$ cat src/rtl/core/cts_pkg.sv
`timescale 1ns / 1ps
`default_nettype none
package cts_pkg;

   // scanner state between characters
   typedef enum logic [1:0] {
      MODE_IDLE,
      MODE_NUMBER,
      MODE_IDENT,
      MODE_ERROR
   } scan_mode_type;

   // token kinds as seen on the result channel
   typedef enum logic [3:0] {
      KIND_NUMBER = 4'd0,
      KIND_IDENT  = 4'd1,
      KIND_RETURN = 4'd2,
      KIND_INT    = 4'd3,
      KIND_VOID   = 4'd4,
      KIND_LBRACE = 4'd5,
      KIND_RBRACE = 4'd6,
      KIND_LPAREN = 4'd7,
      KIND_RPAREN = 4'd8,
      KIND_SEMI   = 4'd9,
      KIND_END    = 4'd10,
      KIND_ERROR  = 4'd11
   } token_kind_type;

   // character codes
   localparam logic [7:0] CHAR_TAB        = 8'h09;
   localparam logic [7:0] CHAR_NEWLINE    = 8'h0A;
   localparam logic [7:0] CHAR_SPACE      = 8'h20;
   localparam logic [7:0] CHAR_LPAREN     = 8'h28;
   localparam logic [7:0] CHAR_RPAREN     = 8'h29;
   localparam logic [7:0] CHAR_SEMI       = 8'h3B;
   localparam logic [7:0] CHAR_UNDERSCORE = 8'h5F;
   localparam logic [7:0] CHAR_LBRACE     = 8'h7B;
   localparam logic [7:0] CHAR_RBRACE     = 8'h7D;

   // keywords, first character in the top byte
   localparam int KW_BUF_DEPTH = 6;
   localparam logic [5:0][7:0] KW_RETURN = "return";
   localparam logic [2:0][7:0] KW_INT    = "int";
   localparam logic [3:0][7:0] KW_VOID   = "void";

   // register file
   localparam int CSR_ADDR_WIDTH = 2;
   localparam int CSR_DATA_WIDTH = 32;
   localparam int CFG_LINE_WIDTH = 16;
   localparam logic [CSR_ADDR_WIDTH-1:0] ADDR_FIRST_LINE = 2'd0;
   localparam logic [CFG_LINE_WIDTH-1:0] FIRST_LINE_RESET = 16'd1;

   // result pair queue, depth a power of two so pointers wrap
   localparam int QUEUE_DEPTH = 4;

   // configuration seen by the front end
   typedef struct packed {
      logic                      write;
      logic [CFG_LINE_WIDTH-1:0] value;
      logic [CFG_LINE_WIDTH-1:0] first_line;
   } cfg_ctl_type;

   function automatic logic is_digit(input logic [7:0] c);
      return (c >= 8'h30) && (c <= 8'h39);
   endfunction

   function automatic logic is_alpha(input logic [7:0] c);
      return ((c >= 8'h61) && (c <= 8'h7A)) || ((c >= 8'h41) && (c <= 8'h5A)) ||
             (c == CHAR_UNDERSCORE);
   endfunction

endpackage
`default_nettype wire

$ cat src/rtl/core/cts_req_if.sv
`timescale 1ns / 1ps
`default_nettype none
interface cts_req_if;
   logic       valid;
   logic       ready;
   logic       mode;
   logic [7:0] char_code;

   modport source (output valid, mode, char_code, input ready);
   modport sink (input valid, mode, char_code, output ready);
endinterface
`default_nettype wire

$ cat src/rtl/core/cts_rsp_if.sv
`timescale 1ns / 1ps
`default_nettype none
interface cts_rsp_if #(
   parameter int POSITION_WIDTH = 32,
   parameter int LINE_WIDTH     = 16,
   parameter int LENGTH_WIDTH   = 8
);
   logic                      valid;
   logic                      ready;
   logic [3:0]                token_kind;
   logic [POSITION_WIDTH-1:0] token_start;
   logic [LENGTH_WIDTH-1:0]   token_length;
   logic [LINE_WIDTH-1:0]     token_line;
   logic [7:0]                bad_char;
   logic                      last_result;

   modport source (output valid, token_kind, token_start, token_length, token_line,
                   bad_char, last_result, input ready);
   modport sink (input valid, token_kind, token_start, token_length, token_line,
                 bad_char, last_result, output ready);
endinterface
`default_nettype wire

$ cat src/rtl/core/cts_queue.sv
`timescale 1ns / 1ps
`default_nettype none
module cts_queue #(
   parameter int WIDTH = 8
) (
   input  wire logic             clock,
   input  wire logic             reset,
   input  wire logic             push,
   input  wire logic [WIDTH-1:0] wdata,
   input  wire logic             pop,
   output logic      [WIDTH-1:0] rdata,
   output logic                  full,
   output logic                  empty
);
   import cts_pkg::*;

   localparam int PTR_WIDTH = $clog2(QUEUE_DEPTH);
   localparam int CNT_WIDTH = $clog2(QUEUE_DEPTH + 1);

   logic [WIDTH-1:0]     entry_ff [QUEUE_DEPTH];
   logic [PTR_WIDTH-1:0] wr_ptr_ff, wr_ptr_in;
   logic [PTR_WIDTH-1:0] rd_ptr_ff, rd_ptr_in;
   logic [CNT_WIDTH-1:0] count_ff, count_in;

   assign full  = (count_ff == CNT_WIDTH'(QUEUE_DEPTH));
   assign empty = (count_ff == '0);
   assign rdata = entry_ff[rd_ptr_ff];

   // pointer and fill level update
   always_comb begin
      wr_ptr_in = wr_ptr_ff;
      rd_ptr_in = rd_ptr_ff;
      count_in  = count_ff;
      if (push) begin
         wr_ptr_in = wr_ptr_ff + PTR_WIDTH'(1);
      end
      if (pop) begin
         rd_ptr_in = rd_ptr_ff + PTR_WIDTH'(1);
      end
      if (push && !pop) begin
         count_in = count_ff + CNT_WIDTH'(1);
      end else if (pop && !push) begin
         count_in = count_ff - CNT_WIDTH'(1);
      end
   end

   always_ff @(posedge clock) begin
      if (reset) begin
         wr_ptr_ff <= '0;
         rd_ptr_ff <= '0;
         count_ff  <= '0;
      end else begin
         wr_ptr_ff <= wr_ptr_in;
         rd_ptr_ff <= rd_ptr_in;
         count_ff  <= count_in;
      end
   end

   // storage
   always_ff @(posedge clock) begin
      if (push) begin
         entry_ff[wr_ptr_ff] <= wdata;
      end
   end
endmodule
`default_nettype wire

$ cat src/rtl/core/cts_front.sv
`timescale 1ns / 1ps
`default_nettype none
module cts_front #(
   parameter int POSITION_WIDTH = 32,
   parameter int LINE_WIDTH     = 16,
   parameter int LENGTH_WIDTH   = 8,
   localparam int PAIR_WIDTH = 1 + 2 * (12 + POSITION_WIDTH + LENGTH_WIDTH + LINE_WIDTH)
) (
   input  wire logic                   clock,
   input  wire logic                   reset,
   cts_req_if.sink                     req_ch,
   input  wire cts_pkg::cfg_ctl_type   cfg,
   input  wire logic                   q_full,
   output logic                        push,
   output logic [PAIR_WIDTH-1:0]       pair_data
);
   import cts_pkg::*;

   typedef struct packed {
      token_kind_type            kind;
      logic [POSITION_WIDTH-1:0] start;
      logic [LENGTH_WIDTH-1:0]   length;
      logic [LINE_WIDTH-1:0]     line;
      logic [7:0]                bad;
   } result_type;

   typedef struct packed {
      logic       two;
      result_type second;
      result_type first;
   } pair_type;

   localparam logic [LENGTH_WIDTH-1:0] LEN_MAX = '1;

   scan_mode_type             mode_ff, mode_in;
   logic [POSITION_WIDTH-1:0] pos_ff, pos_in;
   logic [POSITION_WIDTH-1:0] start_ff, start_in;
   logic [LENGTH_WIDTH-1:0]   len_ff, len_in;
   logic [LINE_WIDTH-1:0]     line_ff, line_in;
   logic [7:0]                kbuf_ff [KW_BUF_DEPTH];

   logic       accept;
   logic [7:0] c;
   logic       extend;
   logic       pending;
   logic       kbuf_we;
   logic [2:0] kbuf_idx;
   logic       match_return, match_int, match_void;
   logic       tok_valid;
   result_type flush_res, tok_res, end_res;
   pair_type   pair;

   assign req_ch.ready = !q_full;
   assign accept       = req_ch.valid && !q_full;
   assign c            = req_ch.char_code;

   // current character continues the pending number or identifier
   assign extend  = ((mode_ff == MODE_NUMBER) && is_digit(c)) ||
                    ((mode_ff == MODE_IDENT) && is_alpha(c));
   assign pending = (mode_ff == MODE_NUMBER) || (mode_ff == MODE_IDENT);

   // keyword match against the buffered leading characters
   always_comb begin
      match_return = (len_ff == LENGTH_WIDTH'(6));
      match_int    = (len_ff == LENGTH_WIDTH'(3));
      match_void   = (len_ff == LENGTH_WIDTH'(4));
      for (int i = 0; i < 6; i++) begin
         match_return = match_return && (kbuf_ff[i] == KW_RETURN[5-i]);
      end
      for (int i = 0; i < 3; i++) begin
         match_int = match_int && (kbuf_ff[i] == KW_INT[2-i]);
      end
      for (int i = 0; i < 4; i++) begin
         match_void = match_void && (kbuf_ff[i] == KW_VOID[3-i]);
      end
   end

   // finished number or word
   always_comb begin
      flush_res.start  = start_ff;
      flush_res.length = len_ff;
      flush_res.line   = line_ff;
      flush_res.bad    = '0;
      if (mode_ff == MODE_NUMBER) begin
         flush_res.kind = KIND_NUMBER;
      end else if (match_return) begin
         flush_res.kind = KIND_RETURN;
      end else if (match_int) begin
         flush_res.kind = KIND_INT;
      end else if (match_void) begin
         flush_res.kind = KIND_VOID;
      end else begin
         flush_res.kind = KIND_IDENT;
      end
   end

   // end of input marker
   always_comb begin
      end_res.kind   = KIND_END;
      end_res.start  = pos_ff;
      end_res.length = '0;
      end_res.line   = line_ff;
      end_res.bad    = '0;
   end

   // single character token or error
   always_comb begin
      tok_valid      = 1'b0;
      tok_res.kind   = KIND_ERROR;
      tok_res.start  = pos_ff;
      tok_res.length = LENGTH_WIDTH'(1);
      tok_res.line   = line_ff;
      tok_res.bad    = '0;
      unique case (c) inside
         CHAR_TAB, CHAR_SPACE, CHAR_NEWLINE: begin
            tok_valid = 1'b0;
         end
         CHAR_LBRACE: begin
            tok_valid    = 1'b1;
            tok_res.kind = KIND_LBRACE;
         end
         CHAR_RBRACE: begin
            tok_valid    = 1'b1;
            tok_res.kind = KIND_RBRACE;
         end
         CHAR_LPAREN: begin
            tok_valid    = 1'b1;
            tok_res.kind = KIND_LPAREN;
         end
         CHAR_RPAREN: begin
            tok_valid    = 1'b1;
            tok_res.kind = KIND_RPAREN;
         end
         CHAR_SEMI: begin
            tok_valid    = 1'b1;
            tok_res.kind = KIND_SEMI;
         end
         default: begin
            if (!is_digit(c) && !is_alpha(c)) begin
               tok_valid   = 1'b1;
               tok_res.bad = c;
            end
         end
      endcase
   end

   // next scan mode
   always_comb begin
      mode_in = mode_ff;
      if (accept) begin
         if (req_ch.mode) begin
            mode_in = MODE_IDLE;
         end else if (mode_ff == MODE_ERROR || extend) begin
            mode_in = mode_ff;
         end else if (is_digit(c)) begin
            mode_in = MODE_NUMBER;
         end else if (is_alpha(c)) begin
            mode_in = MODE_IDENT;
         end else if (tok_valid && tok_res.kind == KIND_ERROR) begin
            mode_in = MODE_ERROR;
         end else begin
            mode_in = MODE_IDLE;
         end
      end
   end

   // counters, buffer writes and result pair
   always_comb begin
      pos_in      = pos_ff;
      start_in    = start_ff;
      len_in      = len_ff;
      line_in     = line_ff;
      kbuf_we     = 1'b0;
      kbuf_idx    = len_ff[2:0];
      push        = 1'b0;
      pair.two    = 1'b0;
      pair.first  = flush_res;
      pair.second = tok_res;
      if (accept) begin
         if (req_ch.mode) begin
            // flush, end token, back to the start of a new input
            push = 1'b1;
            if (pending) begin
               pair.two    = 1'b1;
               pair.second = end_res;
            end else begin
               pair.first = end_res;
            end
            pos_in   = '0;
            start_in = '0;
            len_in   = '0;
            line_in  = LINE_WIDTH'(cfg.first_line);
         end else begin
            pos_in = pos_ff + POSITION_WIDTH'(1);
            if (mode_ff == MODE_ERROR) begin
               push = 1'b0;
            end else if (extend) begin
               kbuf_we = (mode_ff == MODE_IDENT) && (len_ff < LENGTH_WIDTH'(KW_BUF_DEPTH));
               if (len_ff != LEN_MAX) begin
                  len_in = len_ff + LENGTH_WIDTH'(1);
               end
            end else begin
               if (c == CHAR_NEWLINE) begin
                  line_in = line_ff + LINE_WIDTH'(1);
               end
               if (is_digit(c) || is_alpha(c)) begin
                  start_in = pos_ff;
                  len_in   = LENGTH_WIDTH'(1);
                  kbuf_we  = is_alpha(c);
                  kbuf_idx = '0;
               end
               push = pending || tok_valid;
               if (pending) begin
                  pair.two = tok_valid;
               end else begin
                  pair.first = tok_res;
               end
            end
         end
      end else if (cfg.write && (pos_ff == '0) && (mode_ff == MODE_IDLE)) begin
         line_in = LINE_WIDTH'(cfg.value);
      end
   end

   assign pair_data = pair;

   always_ff @(posedge clock) begin
      if (reset) begin
         mode_ff  <= MODE_IDLE;
         pos_ff   <= '0;
         start_ff <= '0;
         len_ff   <= '0;
         line_ff  <= LINE_WIDTH'(FIRST_LINE_RESET);
      end else begin
         mode_ff  <= mode_in;
         pos_ff   <= pos_in;
         start_ff <= start_in;
         len_ff   <= len_in;
         line_ff  <= line_in;
      end
   end

   // leading characters of an identifier, only read once written
   always_ff @(posedge clock) begin
      if (kbuf_we) begin
         kbuf_ff[kbuf_idx] <= c;
      end
   end
endmodule
`default_nettype wire

$ cat src/rtl/core/cts_back.sv
`timescale 1ns / 1ps
`default_nettype none
module cts_back #(
   parameter int POSITION_WIDTH = 32,
   parameter int LINE_WIDTH     = 16,
   parameter int LENGTH_WIDTH   = 8,
   localparam int PAIR_WIDTH = 1 + 2 * (12 + POSITION_WIDTH + LENGTH_WIDTH + LINE_WIDTH)
) (
   input  wire logic                  clock,
   input  wire logic                  reset,
   input  wire logic [PAIR_WIDTH-1:0] pair_data,
   input  wire logic                  q_empty,
   output logic                       pop,
   cts_rsp_if.source                  rsp_ch
);
   import cts_pkg::*;

   typedef struct packed {
      token_kind_type            kind;
      logic [POSITION_WIDTH-1:0] start;
      logic [LENGTH_WIDTH-1:0]   length;
      logic [LINE_WIDTH-1:0]     line;
      logic [7:0]                bad;
   } result_type;

   typedef struct packed {
      logic       two;
      result_type second;
      result_type first;
   } pair_type;

   pair_type   pair_ff;
   logic       valid_ff, valid_in;
   logic       sel_ff, sel_in;
   logic       last;
   logic       taken;
   logic       load;
   result_type cur;

   assign last  = sel_ff || !pair_ff.two;
   assign taken = valid_ff && rsp_ch.ready;
   assign load  = !valid_ff || (taken && last);
   assign pop   = load && !q_empty;
   assign cur   = sel_ff ? pair_ff.second : pair_ff.first;

   // result channel driven from the held pair
   assign rsp_ch.valid        = valid_ff;
   assign rsp_ch.token_kind   = cur.kind;
   assign rsp_ch.token_start  = cur.start;
   assign rsp_ch.token_length = cur.length;
   assign rsp_ch.token_line   = cur.line;
   assign rsp_ch.bad_char     = cur.bad;
   assign rsp_ch.last_result  = last;

   // step through the pair, refill when the last item leaves or none is held
   always_comb begin
      valid_in = valid_ff;
      sel_in   = sel_ff;
      if (load) begin
         valid_in = !q_empty;
         sel_in   = 1'b0;
      end else if (taken) begin
         sel_in = 1'b1;
      end
   end

   always_ff @(posedge clock) begin
      if (reset) begin
         valid_ff <= 1'b0;
         sel_ff   <= 1'b0;
      end else begin
         valid_ff <= valid_in;
         sel_ff   <= sel_in;
      end
   end

   always_ff @(posedge clock) begin
      if (pop) begin
         pair_ff <= pair_data;
      end
   end
endmodule
`default_nettype wire

$ cat src/rtl/core/c_subset_token_scanner.sv
`timescale 1ns / 1ps
`default_nettype none
// Token scanner for a small C subset. One source character (or an end of input marker)
// is taken per cycle on req_ch unless the queue is full; the front end classifies it
// that cycle and posts the one or two tokens it completes as a pair into a four deep
// queue, and the output stage hands them out on rsp_ch one item per cycle while rsp_ch
// is ready. A character that ends a token and forms a second one yields two items; the
// queue depth sets how long a stalled result side is hidden from the input. Results
// pass the queue and the output stage's pair register. Tokens are given as kind, start
// offset, length (saturating) and line; first_line (offset 0) sets the line number of
// a new input and takes effect at once while no character has been scanned.
module c_subset_token_scanner #(
   parameter int POSITION_WIDTH = 32,
   parameter int LINE_WIDTH     = 16,
   parameter int LENGTH_WIDTH   = 8
) (
   input  wire logic                                clock,
   input  wire logic                                reset,
   cts_req_if.sink                                  req_ch,
   cts_rsp_if.source                                rsp_ch,
   input  wire logic                                csr_psel,
   input  wire logic                                csr_penable,
   input  wire logic                                csr_pwrite,
   input  wire logic [cts_pkg::CSR_ADDR_WIDTH-1:0]  csr_paddr,
   input  wire logic [cts_pkg::CSR_DATA_WIDTH-1:0]  csr_pwdata,
   output logic      [cts_pkg::CSR_DATA_WIDTH-1:0]  csr_prdata,
   output logic                                     csr_pready
);
   import cts_pkg::*;

   localparam int PAIR_WIDTH = 1 + 2 * (12 + POSITION_WIDTH + LENGTH_WIDTH + LINE_WIDTH);

   logic [CFG_LINE_WIDTH-1:0] first_line_ff, first_line_in;
   logic                      csr_write;
   cfg_ctl_type               cfg;
   logic                      q_push, q_pop, q_full, q_empty;
   logic [PAIR_WIDTH-1:0]     q_wdata, q_rdata;

   // register port
   assign csr_pready = 1'b1;
   assign csr_write  = csr_psel && csr_penable && csr_pwrite &&
                       (csr_paddr == ADDR_FIRST_LINE);
   assign csr_prdata = (csr_paddr == ADDR_FIRST_LINE) ?
                       CSR_DATA_WIDTH'(first_line_ff) : '0;

   always_comb begin
      first_line_in = first_line_ff;
      if (csr_write) begin
         first_line_in = csr_pwdata[CFG_LINE_WIDTH-1:0];
      end
   end

   always_ff @(posedge clock) begin
      if (reset) begin
         first_line_ff <= FIRST_LINE_RESET;
      end else begin
         first_line_ff <= first_line_in;
      end
   end

   assign cfg.write      = csr_write;
   assign cfg.value      = csr_pwdata[CFG_LINE_WIDTH-1:0];
   assign cfg.first_line = first_line_ff;

   // character classification and scanner state
   cts_front #(
      .POSITION_WIDTH (POSITION_WIDTH),
      .LINE_WIDTH     (LINE_WIDTH),
      .LENGTH_WIDTH   (LENGTH_WIDTH)
   ) u_front (
      .clock     (clock),
      .reset     (reset),
      .req_ch    (req_ch),
      .cfg       (cfg),
      .q_full    (q_full),
      .push      (q_push),
      .pair_data (q_wdata)
   );

   // result pairs between front and back
   cts_queue #(
      .WIDTH (PAIR_WIDTH)
   ) u_queue (
      .clock (clock),
      .reset (reset),
      .push  (q_push),
      .wdata (q_wdata),
      .pop   (q_pop),
      .rdata (q_rdata),
      .full  (q_full),
      .empty (q_empty)
   );

   // output stage
   cts_back #(
      .POSITION_WIDTH (POSITION_WIDTH),
      .LINE_WIDTH     (LINE_WIDTH),
      .LENGTH_WIDTH   (LENGTH_WIDTH)
   ) u_back (
      .clock     (clock),
      .reset     (reset),
      .pair_data (q_rdata),
      .q_empty   (q_empty),
      .pop       (q_pop),
      .rsp_ch    (rsp_ch)
   );
endmodule
`default_nettype wire
$ cat src/flat_wrapper.sv
// flat-port wrapper written by rule: the top's interface ports become plain ports
module c_subset_token_scanner_flat import cts_pkg::*;
#(
   parameter int POSITION_WIDTH = 32,
   parameter int LINE_WIDTH     = 16,
   parameter int LENGTH_WIDTH   = 8
)
  (clock, reset, csr_psel, csr_penable, csr_pwrite, csr_paddr, csr_pwdata, csr_prdata, csr_pready, req_ch_valid, req_ch_mode, req_ch_char_code, req_ch_ready, rsp_ch_valid, rsp_ch_token_kind, rsp_ch_token_start, rsp_ch_token_length, rsp_ch_token_line, rsp_ch_bad_char, rsp_ch_last_result, rsp_ch_ready);
  cts_req_if req_ch_i ();
  cts_rsp_if #(.POSITION_WIDTH(POSITION_WIDTH), .LINE_WIDTH(LINE_WIDTH), .LENGTH_WIDTH(LENGTH_WIDTH)) rsp_ch_i ();
  input  wire logic clock;
  input  wire logic reset;
  input  wire logic csr_psel;
  input  wire logic csr_penable;
  input  wire logic csr_pwrite;
  input  wire logic [cts_pkg::CSR_ADDR_WIDTH-1:0] csr_paddr;
  input  wire logic [cts_pkg::CSR_DATA_WIDTH-1:0] csr_pwdata;
  output logic      [cts_pkg::CSR_DATA_WIDTH-1:0] csr_prdata;
  output logic csr_pready;
  input wire logic [$bits(req_ch_i.valid)-1:0] req_ch_valid;
  input wire logic [$bits(req_ch_i.mode)-1:0] req_ch_mode;
  input wire logic [$bits(req_ch_i.char_code)-1:0] req_ch_char_code;
  output wire logic [$bits(req_ch_i.ready)-1:0] req_ch_ready;
  output wire logic [$bits(rsp_ch_i.valid)-1:0] rsp_ch_valid;
  output wire logic [$bits(rsp_ch_i.token_kind)-1:0] rsp_ch_token_kind;
  output wire logic [$bits(rsp_ch_i.token_start)-1:0] rsp_ch_token_start;
  output wire logic [$bits(rsp_ch_i.token_length)-1:0] rsp_ch_token_length;
  output wire logic [$bits(rsp_ch_i.token_line)-1:0] rsp_ch_token_line;
  output wire logic [$bits(rsp_ch_i.bad_char)-1:0] rsp_ch_bad_char;
  output wire logic [$bits(rsp_ch_i.last_result)-1:0] rsp_ch_last_result;
  input wire logic [$bits(rsp_ch_i.ready)-1:0] rsp_ch_ready;
  assign req_ch_i.valid = req_ch_valid;
  assign req_ch_i.mode = req_ch_mode;
  assign req_ch_i.char_code = req_ch_char_code;
  assign req_ch_ready = req_ch_i.ready;
  assign rsp_ch_valid = rsp_ch_i.valid;
  assign rsp_ch_token_kind = rsp_ch_i.token_kind;
  assign rsp_ch_token_start = rsp_ch_i.token_start;
  assign rsp_ch_token_length = rsp_ch_i.token_length;
  assign rsp_ch_token_line = rsp_ch_i.token_line;
  assign rsp_ch_bad_char = rsp_ch_i.bad_char;
  assign rsp_ch_last_result = rsp_ch_i.last_result;
  assign rsp_ch_i.ready = rsp_ch_ready;
  c_subset_token_scanner #(.POSITION_WIDTH(POSITION_WIDTH), .LINE_WIDTH(LINE_WIDTH), .LENGTH_WIDTH(LENGTH_WIDTH)) u_core (.clock(clock), .reset(reset), .req_ch(req_ch_i), .rsp_ch(rsp_ch_i), .csr_psel(csr_psel), .csr_penable(csr_penable), .csr_pwrite(csr_pwrite), .csr_paddr(csr_paddr), .csr_pwdata(csr_pwdata), .csr_prdata(csr_prdata), .csr_pready(csr_pready));
endmodule
$ cat config.mk
export PLATFORM = sky130hd
export DESIGN_NAME = c_subset_token_scanner_flat
export DESIGN_NICKNAME = d
export VERILOG_FILES = /design/src/rtl/core/cts_pkg.sv /design/src/rtl/core/cts_req_if.sv /design/src/rtl/core/cts_rsp_if.sv /design/src/rtl/core/cts_queue.sv /design/src/rtl/core/cts_front.sv /design/src/rtl/core/cts_back.sv /design/src/rtl/core/c_subset_token_scanner.sv /design/src/flat_wrapper.sv
export SDC_FILE = /design/constraint.sdc
export NUM_CORES = 1
export LEC_CHECK = 0
export ABC_AREA = 1
export CAP_MARGIN = 20
export CORE_ASPECT_RATIO = 0.8
export CORE_MARGIN = 2
export CORE_UTILIZATION = 29
export DETAILED_ROUTE_END_ITERATION = 8
export DONT_BUFFER_PORTS = 1
export GPL_ROUTABILITY_DRIVEN = 0
export PLACE_DENSITY = 0.4
export SLEW_MARGIN = 30
export SYNTH_ARGS = -nofsm -noshare
export SYNTH_HDL_FRONTEND = slang
export SYNTH_SLANG_ARGS = --single-unit
$ cat constraint.sdc
create_clock -name clock -period 9 [get_ports clock]
set_input_delay 1.8 -clock clock [delete_from_list [all_inputs] [get_ports clock]]
set_output_delay 1.8 -clock clock [all_outputs]
set_load 0.01 [all_outputs]
* Word level (Yosys, flattened, before mapping) *
Memory sizes are Yosys's and may differ from the RTL's. A register that Yosys moved wholly into a read port is not among the register bits.
Cells that the tools add are included.

operators by class
  mux-type cells = 64
  reductions and logical operators = 65
  add/subtract/negate cells = 7
  magnitude comparators = 7
  eq/ne operators = 37

operators by type and width
  operator               number
  $mux 68                7
  $mux 32                5
  $mux 137               1
  $eq 8x7->1 const B     15
  $mux 16                7
  $mux 69                1
  $mux 8                 7
  $mux 3                 11
  $add 32x1->32 const B  1
  $eq 8x6->1 const B     4
  $logic_and 1x1->1      32
  $logic_not 32->1       1
  $pmux 4 s5             1
  $mux 1                 18
  $add 16x1->16 const B  1
  $eq 8x3->1 const B     2
  $eq 8x4->1 const B     2
  $ge 8x7->1 const B     2
  $le 8x7->1 const B     2
  $reduce_and 4->1       3
  $mux 2                 5
  $logic_or 1x1->1       9
  $add 8x1->8 const B    1
  $eq 8x2->1 const B     1
  other kinds (25)       41

word-level totals
  bits in writable memories = 596
  memories = 2
  output and inout port bits = 104
  register bits = 115
  bits of input ports = 50
  logic and storage cells = 193

memories
  name                     words  bits a word  rd ports  clocked after memory_dff  write ports  line             source
  u_core.u_queue.entry_ff  4      137          1         1                         1            cts_queue.sv:20  logic [WIDTH-1:0] entry_ff [QUEUE_DEPTH];
  u_core.u_front.kbuf_ff   6      8            6         0                         1            cts_front.sv:40  logic [7:0] kbuf_ff [KW_BUF_DEPTH];

* Longest topological paths before layout *
  depth after elaboration = 17
  gate-level depth with buffers = 18
  depth with buffers taken out = 18

* By module *
Synthesis repeated with hierarchy kept, for this count alone.

unflattened totals
  cell total of the unflattened synthesis = 3148
  area, all modules = 35297.6 um^2

modules (own cells, without submodules)
  module                  area each (um^2)  sequential area each (um^2)  times used  cells an instance
  cts_queue               20741.1           16636.0                      1           1383
  cts_front               8493.1            3243.1                       1           1237
  cts_back                5067.4            4154.0                       1           368
  c_subset_token_scanner  996.0             320.3                        1           160

* Worst setup path before layout *
OpenSTA, ideal clock, no wires.

  path kind = input to register
  start point = input rsp_ch_ready
  end point = register u_core.u_queue.count_ff[1]
  arrival time = 8.280 ns
  setup time = 0.120 ns
  data required time = 8.880 ns
  stages = 10
  slack = 0.599 ns
  path buffers = 0
  cells stage by stage = nand2_1 > nand2_1 > inv_1 > nor2_1 > inv_1 > ha_1 > inv_1 > fa_1 > o21ai_0 > a21oi_1

on the way
  longest elaborated chain between the ends = 7
  elaborated cells between the ends (all ways) = 9
  those cells by class = mux: 1; reduce/logical: 8

ends and longest elaborated chain
  item                            line                          source
  start, declared                 flat_wrapper.sv:31            input wire logic [$bits(rsp_ch_i.ready)-1:0] rsp_ch_ready;
  $logic_and 1x1->1               cts_back.sv:41                assign taken = valid_ff && rsp_ch.ready;
  $logic_and 1x1->1               cts_back.sv:42                assign load = !valid_ff || (taken && last);
  $logic_or 1x1->1                cts_back.sv:42
  $logic_and 1x1->1               cts_back.sv:43                assign pop = load && !q_empty;
  via u_core.q_pop                c_subset_token_scanner.sv:36  logic q_push, q_pop, q_full, q_empty;
  $logic_not 1->1                 cts_queue.sv:40               if (push && !pop) begin
  $logic_and 1x1->1               cts_queue.sv:40
  $mux 3                          cts_queue.sv:40
  via u_core.u_queue.count_in[1]  cts_queue.sv:23               logic [CNT_WIDTH-1:0] count_ff, count_in;
  end signal, assigned            cts_queue.sv:55               count_ff <= count_in;
  end, declared                   cts_queue.sv:23

The timed path passes the listed nets, and every way through them passes these cells.
A chain may end at the register's enable or synchronous reset.

* Final worst setup path *
  start point = input req_ch_valid
  end point = memory u_core.u_queue.entry_ff[0][134] (netlist name) (data pin)

on the way
  longest elaborated chain between the ends = 2

ends and longest elaborated chain
  item                     line                          source
  start, declared          flat_wrapper.sv:20            input wire logic [$bits(req_ch_i.valid)-1:0] req_ch_valid;
  $logic_and 1x1->1        cts_front.sv:54               assign accept = req_ch.valid && !q_full;
  $mux 137                 cts_front.sv:179              if (accept) begin
  via u_core.q_wdata[134]  c_subset_token_scanner.sv:37  logic [PAIR_WIDTH-1:0] q_wdata, q_rdata;
  end, declared            cts_queue.sv:20

The timed path passes the listed nets, and every way through them passes these cells.

==> PnR_summary.wiki <==
{| class="wikitable"
! Metric !! Value
|-
| Final instance area || 33700 µm²
|-
| Via count of the first global-routing pass || 18900
|-
| Number of storage elements in the synthesis netlist || 733
|-
| Worst-case reg-to-reg path depth || 10
|-
| Area growth syn-to-layout || 12.9%
|-
| Total congestion overflow || 0
|-
| Share of synthesized area spent on multiplexers || 0%
|-
| Total of hold buffers inserted after clock tree synthesis || 0
|-
| Final number of hold-violating endpoints || 0
|-
| Via-per-instance ratio || 4.80
|-
| Cell class contributing the biggest share of worst-path delay || simple AND/OR/NAND/NOR gates
|-
| Synthesized netlist cell count || 2693
|-
| Number of clock buffers inserted by TritonCTS || 81
|-
| Max Fanout on Critical Path || 41
|-
| Detailed-route wire length || about 83000 µm
|-
| Worst EP required || 9.37 ns
|-
| Row count || around 110
|-
| Count of pins over their slew limit || 0
|-
| Number of nets at the end of the flow || 2718
|-
| Die ar. || 106000 µm²
|-
| Hold WS || 0.460 ns
|-
| Clock transition at the register clock pins on the worst setup and hold paths after CTS || 0.06 ns
|-
| Routed via count || 19500
|-
| Starting Density || about 29%
|-
| DR pass1 iterations || 5
|-
| Synth Area in Compound Gates || 10.0%
|-
| Beginning of the worst register-to-register path || u_core.u_queue.count_ff[0]$_SDFFE_PP0P_
|-
| Cell with the biggest individual delay on the critical path || nor2_2
|-
| Worst Path Buf+Inv || 4
|-
| Placed Area || 31100 µm²
|-
| Share of synthesized flip-flops with an asynchronous set or reset || 0%
|-
| Skew-Pair Late Insertion Delay || about 0.65 ns
|-
| Category of the most critical setup path || input pin to flop
|-
| Combined global-route utilization of all metal layers || 15.5%
|-
| Max-cap violations || 0
|-
| Setup slack of the most critical reg-to-reg path || about 5 ns
|-
| Clock H-tree levels || 3
|-
| Number of synthesized flops with an enable pin || approximately 620
|-
| Hold path cells || 2
|-
| Buffer levels on the longest clock path || 3
|-
| Xor/xnor cell area share of the yosys netlist || 0.469%
|-
| CP max stage delay || around 0.76 ns
|-
| Worst min-delay path startpoint || u_core.u_front.start_ff[12]$_SDFFE_PP0P_
|-
| Non-Filler Instances || 4054
|-
| Clock sink total || 733
|-
| Hpwl dp || 48200 µm
|-
| Dominant combinational cell family by area after synthesis || simple AND/OR/NAND/NOR gates
|-
| Average wire per cell in the routed design || slightly above 20 µm
|-
| Final antenna-violating net count || 0
|-
| Crit start category || input pin
|-
| Count of buffers from port buffering || 0
|-
| Avg Inst Size Synth || about 11 µm²
|-
| Distinct cell type count after synthesis || 49
|-
| Clock tree root buffer cell || clkbuf_16
|-
| Post-synthesis adder-cell area fraction || 0.695%
|-
| Cells traversed along the worst timing path || nand2_2 > buf_4 > inv_2 > nand2_1 > nor2_2 > inv_1 > nand2_1 > inv_1
|-
| Logic pwr share || 21.6%
|-
| Final critical-path share of the clock period || about half
|-
| Fill cell total of the finished layout || 10100
|-
| Internal Pwr Total || 6950 µW
|-
| Buffers inserted during post-CTS setup optimization || 0
|-
| Sequential-to-total area share from yosys stat || a little over two thirds
|-
| Sw Share || 32.7%
|-
| Number of antenna violations at the first check in global routing || 2
|-
| Share of cells above drive strength 1 || 6.37%
|-
| Count of unresolved DRC violations after routing || 0
|-
| Antenna diodes || 0
|-
| Actual slew at the worst max-slew pin || between 1 and 1.5 ns
|-
| Setup Total Neg Slack || 0 ns
|-
| Post-route minimum period || 4.35 ns
|-
| CTS tree || yes
|-
| Simple-gate share of the synthesized area || 14.4%
|-
| Fmax || 230 MHz
|-
| Worst slew margin || 30.4%
|-
| Arrival time at the worst endpoint || 4.72 ns
|-
| Leakage power total || 0.0114 µW
|-
| Height of the chip || 291 µm
|-
| Pre-CTS worst setup slack || 3.89 ns
|-
| Hold crit path type || flop to flop
|-
| Number of gates resized after CTS || 0
|-
| Setup repair after global routing missed its margin || no
|-
| Netlist area before placement || between 20000 and 30000 µm²
|-
| Post-route worst setup slack || 4.65 ns
|-
| Total power divided by cell area || 306 nW/µm²
|-
| Critical Path End Type || flop
|-
| Maximum number of pins on one net before global-route repair || 192
|-
| Die X || 363 µm
|-
| Top-level I/O count || 154
|-
| Iteration-0 DRC Markers || 1311
|-
| Share of total power in the clock network || between 30% and 40%
|-
| Count of endpoints failing setup in the final report || 0
|-
| Terminus of the critical flop-to-flop path || u_core.u_queue.entry_ff[0][134]$_DFFE_PP_
|-
| Number of instances in the placed design || between 3000 and 4000
|-
| Peak supply drop || 182 µV
|-
| Global-route wire length before repair || 123000 µm
|-
| Outcome || finished clean
|-
| Portion of total power attributed to sequential cells || 47.0%
|-
| Post-Route Skew || 0.0237 ns
|-
| Switching power of the nets || roughly 3400 µW
|-
| Warnings, synthesis || 0
|-
| Leading register cell type out of synthesis || edfxtp_1
|-
| Hold Path End || u_core.u_front.start_ff[12]$_SDFFE_PP0P_
|-
| Area of the core region || slightly above 100000 µm²
|}
layout make-up:
cell class	instances	area (µm²)	area share (%)
Sequential cell	733	20900	61.8
Timing Repair Buffer	25	240	0.712
Tap cell	1337	1670	4.96
Clock inverter	41	424	1.26
Clock buffer	107	2150	6.39
Multi-Input combinational cell	1648	7760	23.0
Inverter	163	618	1.83
power by group through the flow:
stage | clock network [µW] | logic (µW) | registers (µW)
floorplan | 0 | 1530 | 4870
global placement | 0 | 2260 | 4930
detailed placement | 0 | 2310 | 4940
CTS | 3330 | 2320 | 4870
global route | 3450 | 2530 | 4920
finish | 3240 | 2230 | 4860
worst min-delay path, delay by kind of cell (launching register included):
| family | cells | cell delay, ns |
|---|---|---|
| and+or+nand+nor | 1 | 0.06 |
| DFF | 1 | 0.30 |
| AOI/OAI and AO/OA | 1 | 0.05 |
cell usage after synthesis (all sizes together) (2+ instances only):
library cell / instances / area [µm²]
nand4: 26 / 163
o22ai: 123 / 769
clkbuf: 114 / 429
nor4: 2 / 12.5
edfxtp: 618 / 18600
a211oi: 2 / 15.0
dfxtp: 115 / 2300
o21ai: 296 / 1480
nand3b: 3 / 22.5
nor2: 446 / 1700
xor2: 15 / 131
nand2: 421 / 1620
o221ai: 3 / 26.3
nand3: 91 / 465
and3: 2 / 12.5
and2: 3 / 18.8
o211ai: 3 / 22.5
nor3: 45 / 235
ha: 15 / 188
nor3b: 7 / 52.6
conb: 2 / 7.51
o21bai: 9 / 67.6
a31oi: 2 / 27.5
inv: 162 / 608
a21oi: 109 / 549
buf: 50 / 324
cells in the final DEF, fill, tap and decap left out, drive strengths merged:
cell	n
edfxtp	618
nor2	446
nand2	421
o21ai	296
inv	167
o22ai	123
dfxtp	115
a21oi	109
clkbuf	107
nand3	91
nor3	45
clkinv	28
nand4	26
buf	25
conb	17
xor2	15
ha	15
o21bai	9
nor3b	7
bufinv	5
clkinvlp	4
nand3b	3
and2	3
o211ai	3
o221ai	3
nor4	2
and3	2
a211oi	2
a31oi	2
and3b	1
o21a	1
a21o	1
xnor2	1
or2	1
a221o	1
a22oi	1
fa	1
worst max path at each step:
stage,from,cells past startpoint,endpoint
floorplan,rsp_ch_ready,10,u_core.u_queue.count_ff[1]$_SDFFE_PP0P_
global placement,req_ch_valid,8,u_core.u_queue.entry_ff[0][134]$_DFFE_PP_
detailed placement,req_ch_valid,8,u_core.u_queue.entry_ff[0][134]$_DFFE_PP_
CTS,req_ch_valid,8,u_core.u_queue.entry_ff[0][134]$_DFFE_PP_
global route,req_ch_valid,8,u_core.u_queue.entry_ff[0][134]$_DFFE_PP_
finish,req_ch_valid,8,u_core.u_queue.entry_ff[0][134]$_DFFE_PP_
state kept, by name (all words and copies together) (netlist names), 3 cells and up:
signal                   cells
u_core.u_queue.entry_ff    456
u_core.u_back.pair_ff      114
u_core.u_front.kbuf_ff      48
u_core.u_front.pos_ff       32
u_core.u_front.start_ff     32
u_core.first_line_ff        16
u_core.u_front.line_ff      16
u_core.u_front.len_ff        8
u_core.u_queue.count_ff      3
metal layers:
metal | vias to the layer above | routed length, µm | global-route usage (%)
met5 | - | 0 | 0
met4 | 0 | 1590 | 3.56
met3 | 103 | 4080 | 2.92
met2 | 440 | 37700 | 24.5
met1 | 9633 | 39300 | 22.0
li1 | 9300 | - | -
cell families after synthesis:
group,Yosys count
AOI/OAI and AO/OA,551
xor gates and xnor gates,16
adders and majority gates,16
buffers and inverters,327
DFF,733
other,2
and+or+nand+nor,1048
stage by stage:
step	power, µW	utilization [%]
after global placement	7200	30.4
after global routing	10900	33.0
after CTS	10500	32.9
final	10300	33.0
after floorplan	6400	-
after detailed placement	7250	30.4
Note: power is estimated with default switching activity, not from simulation.
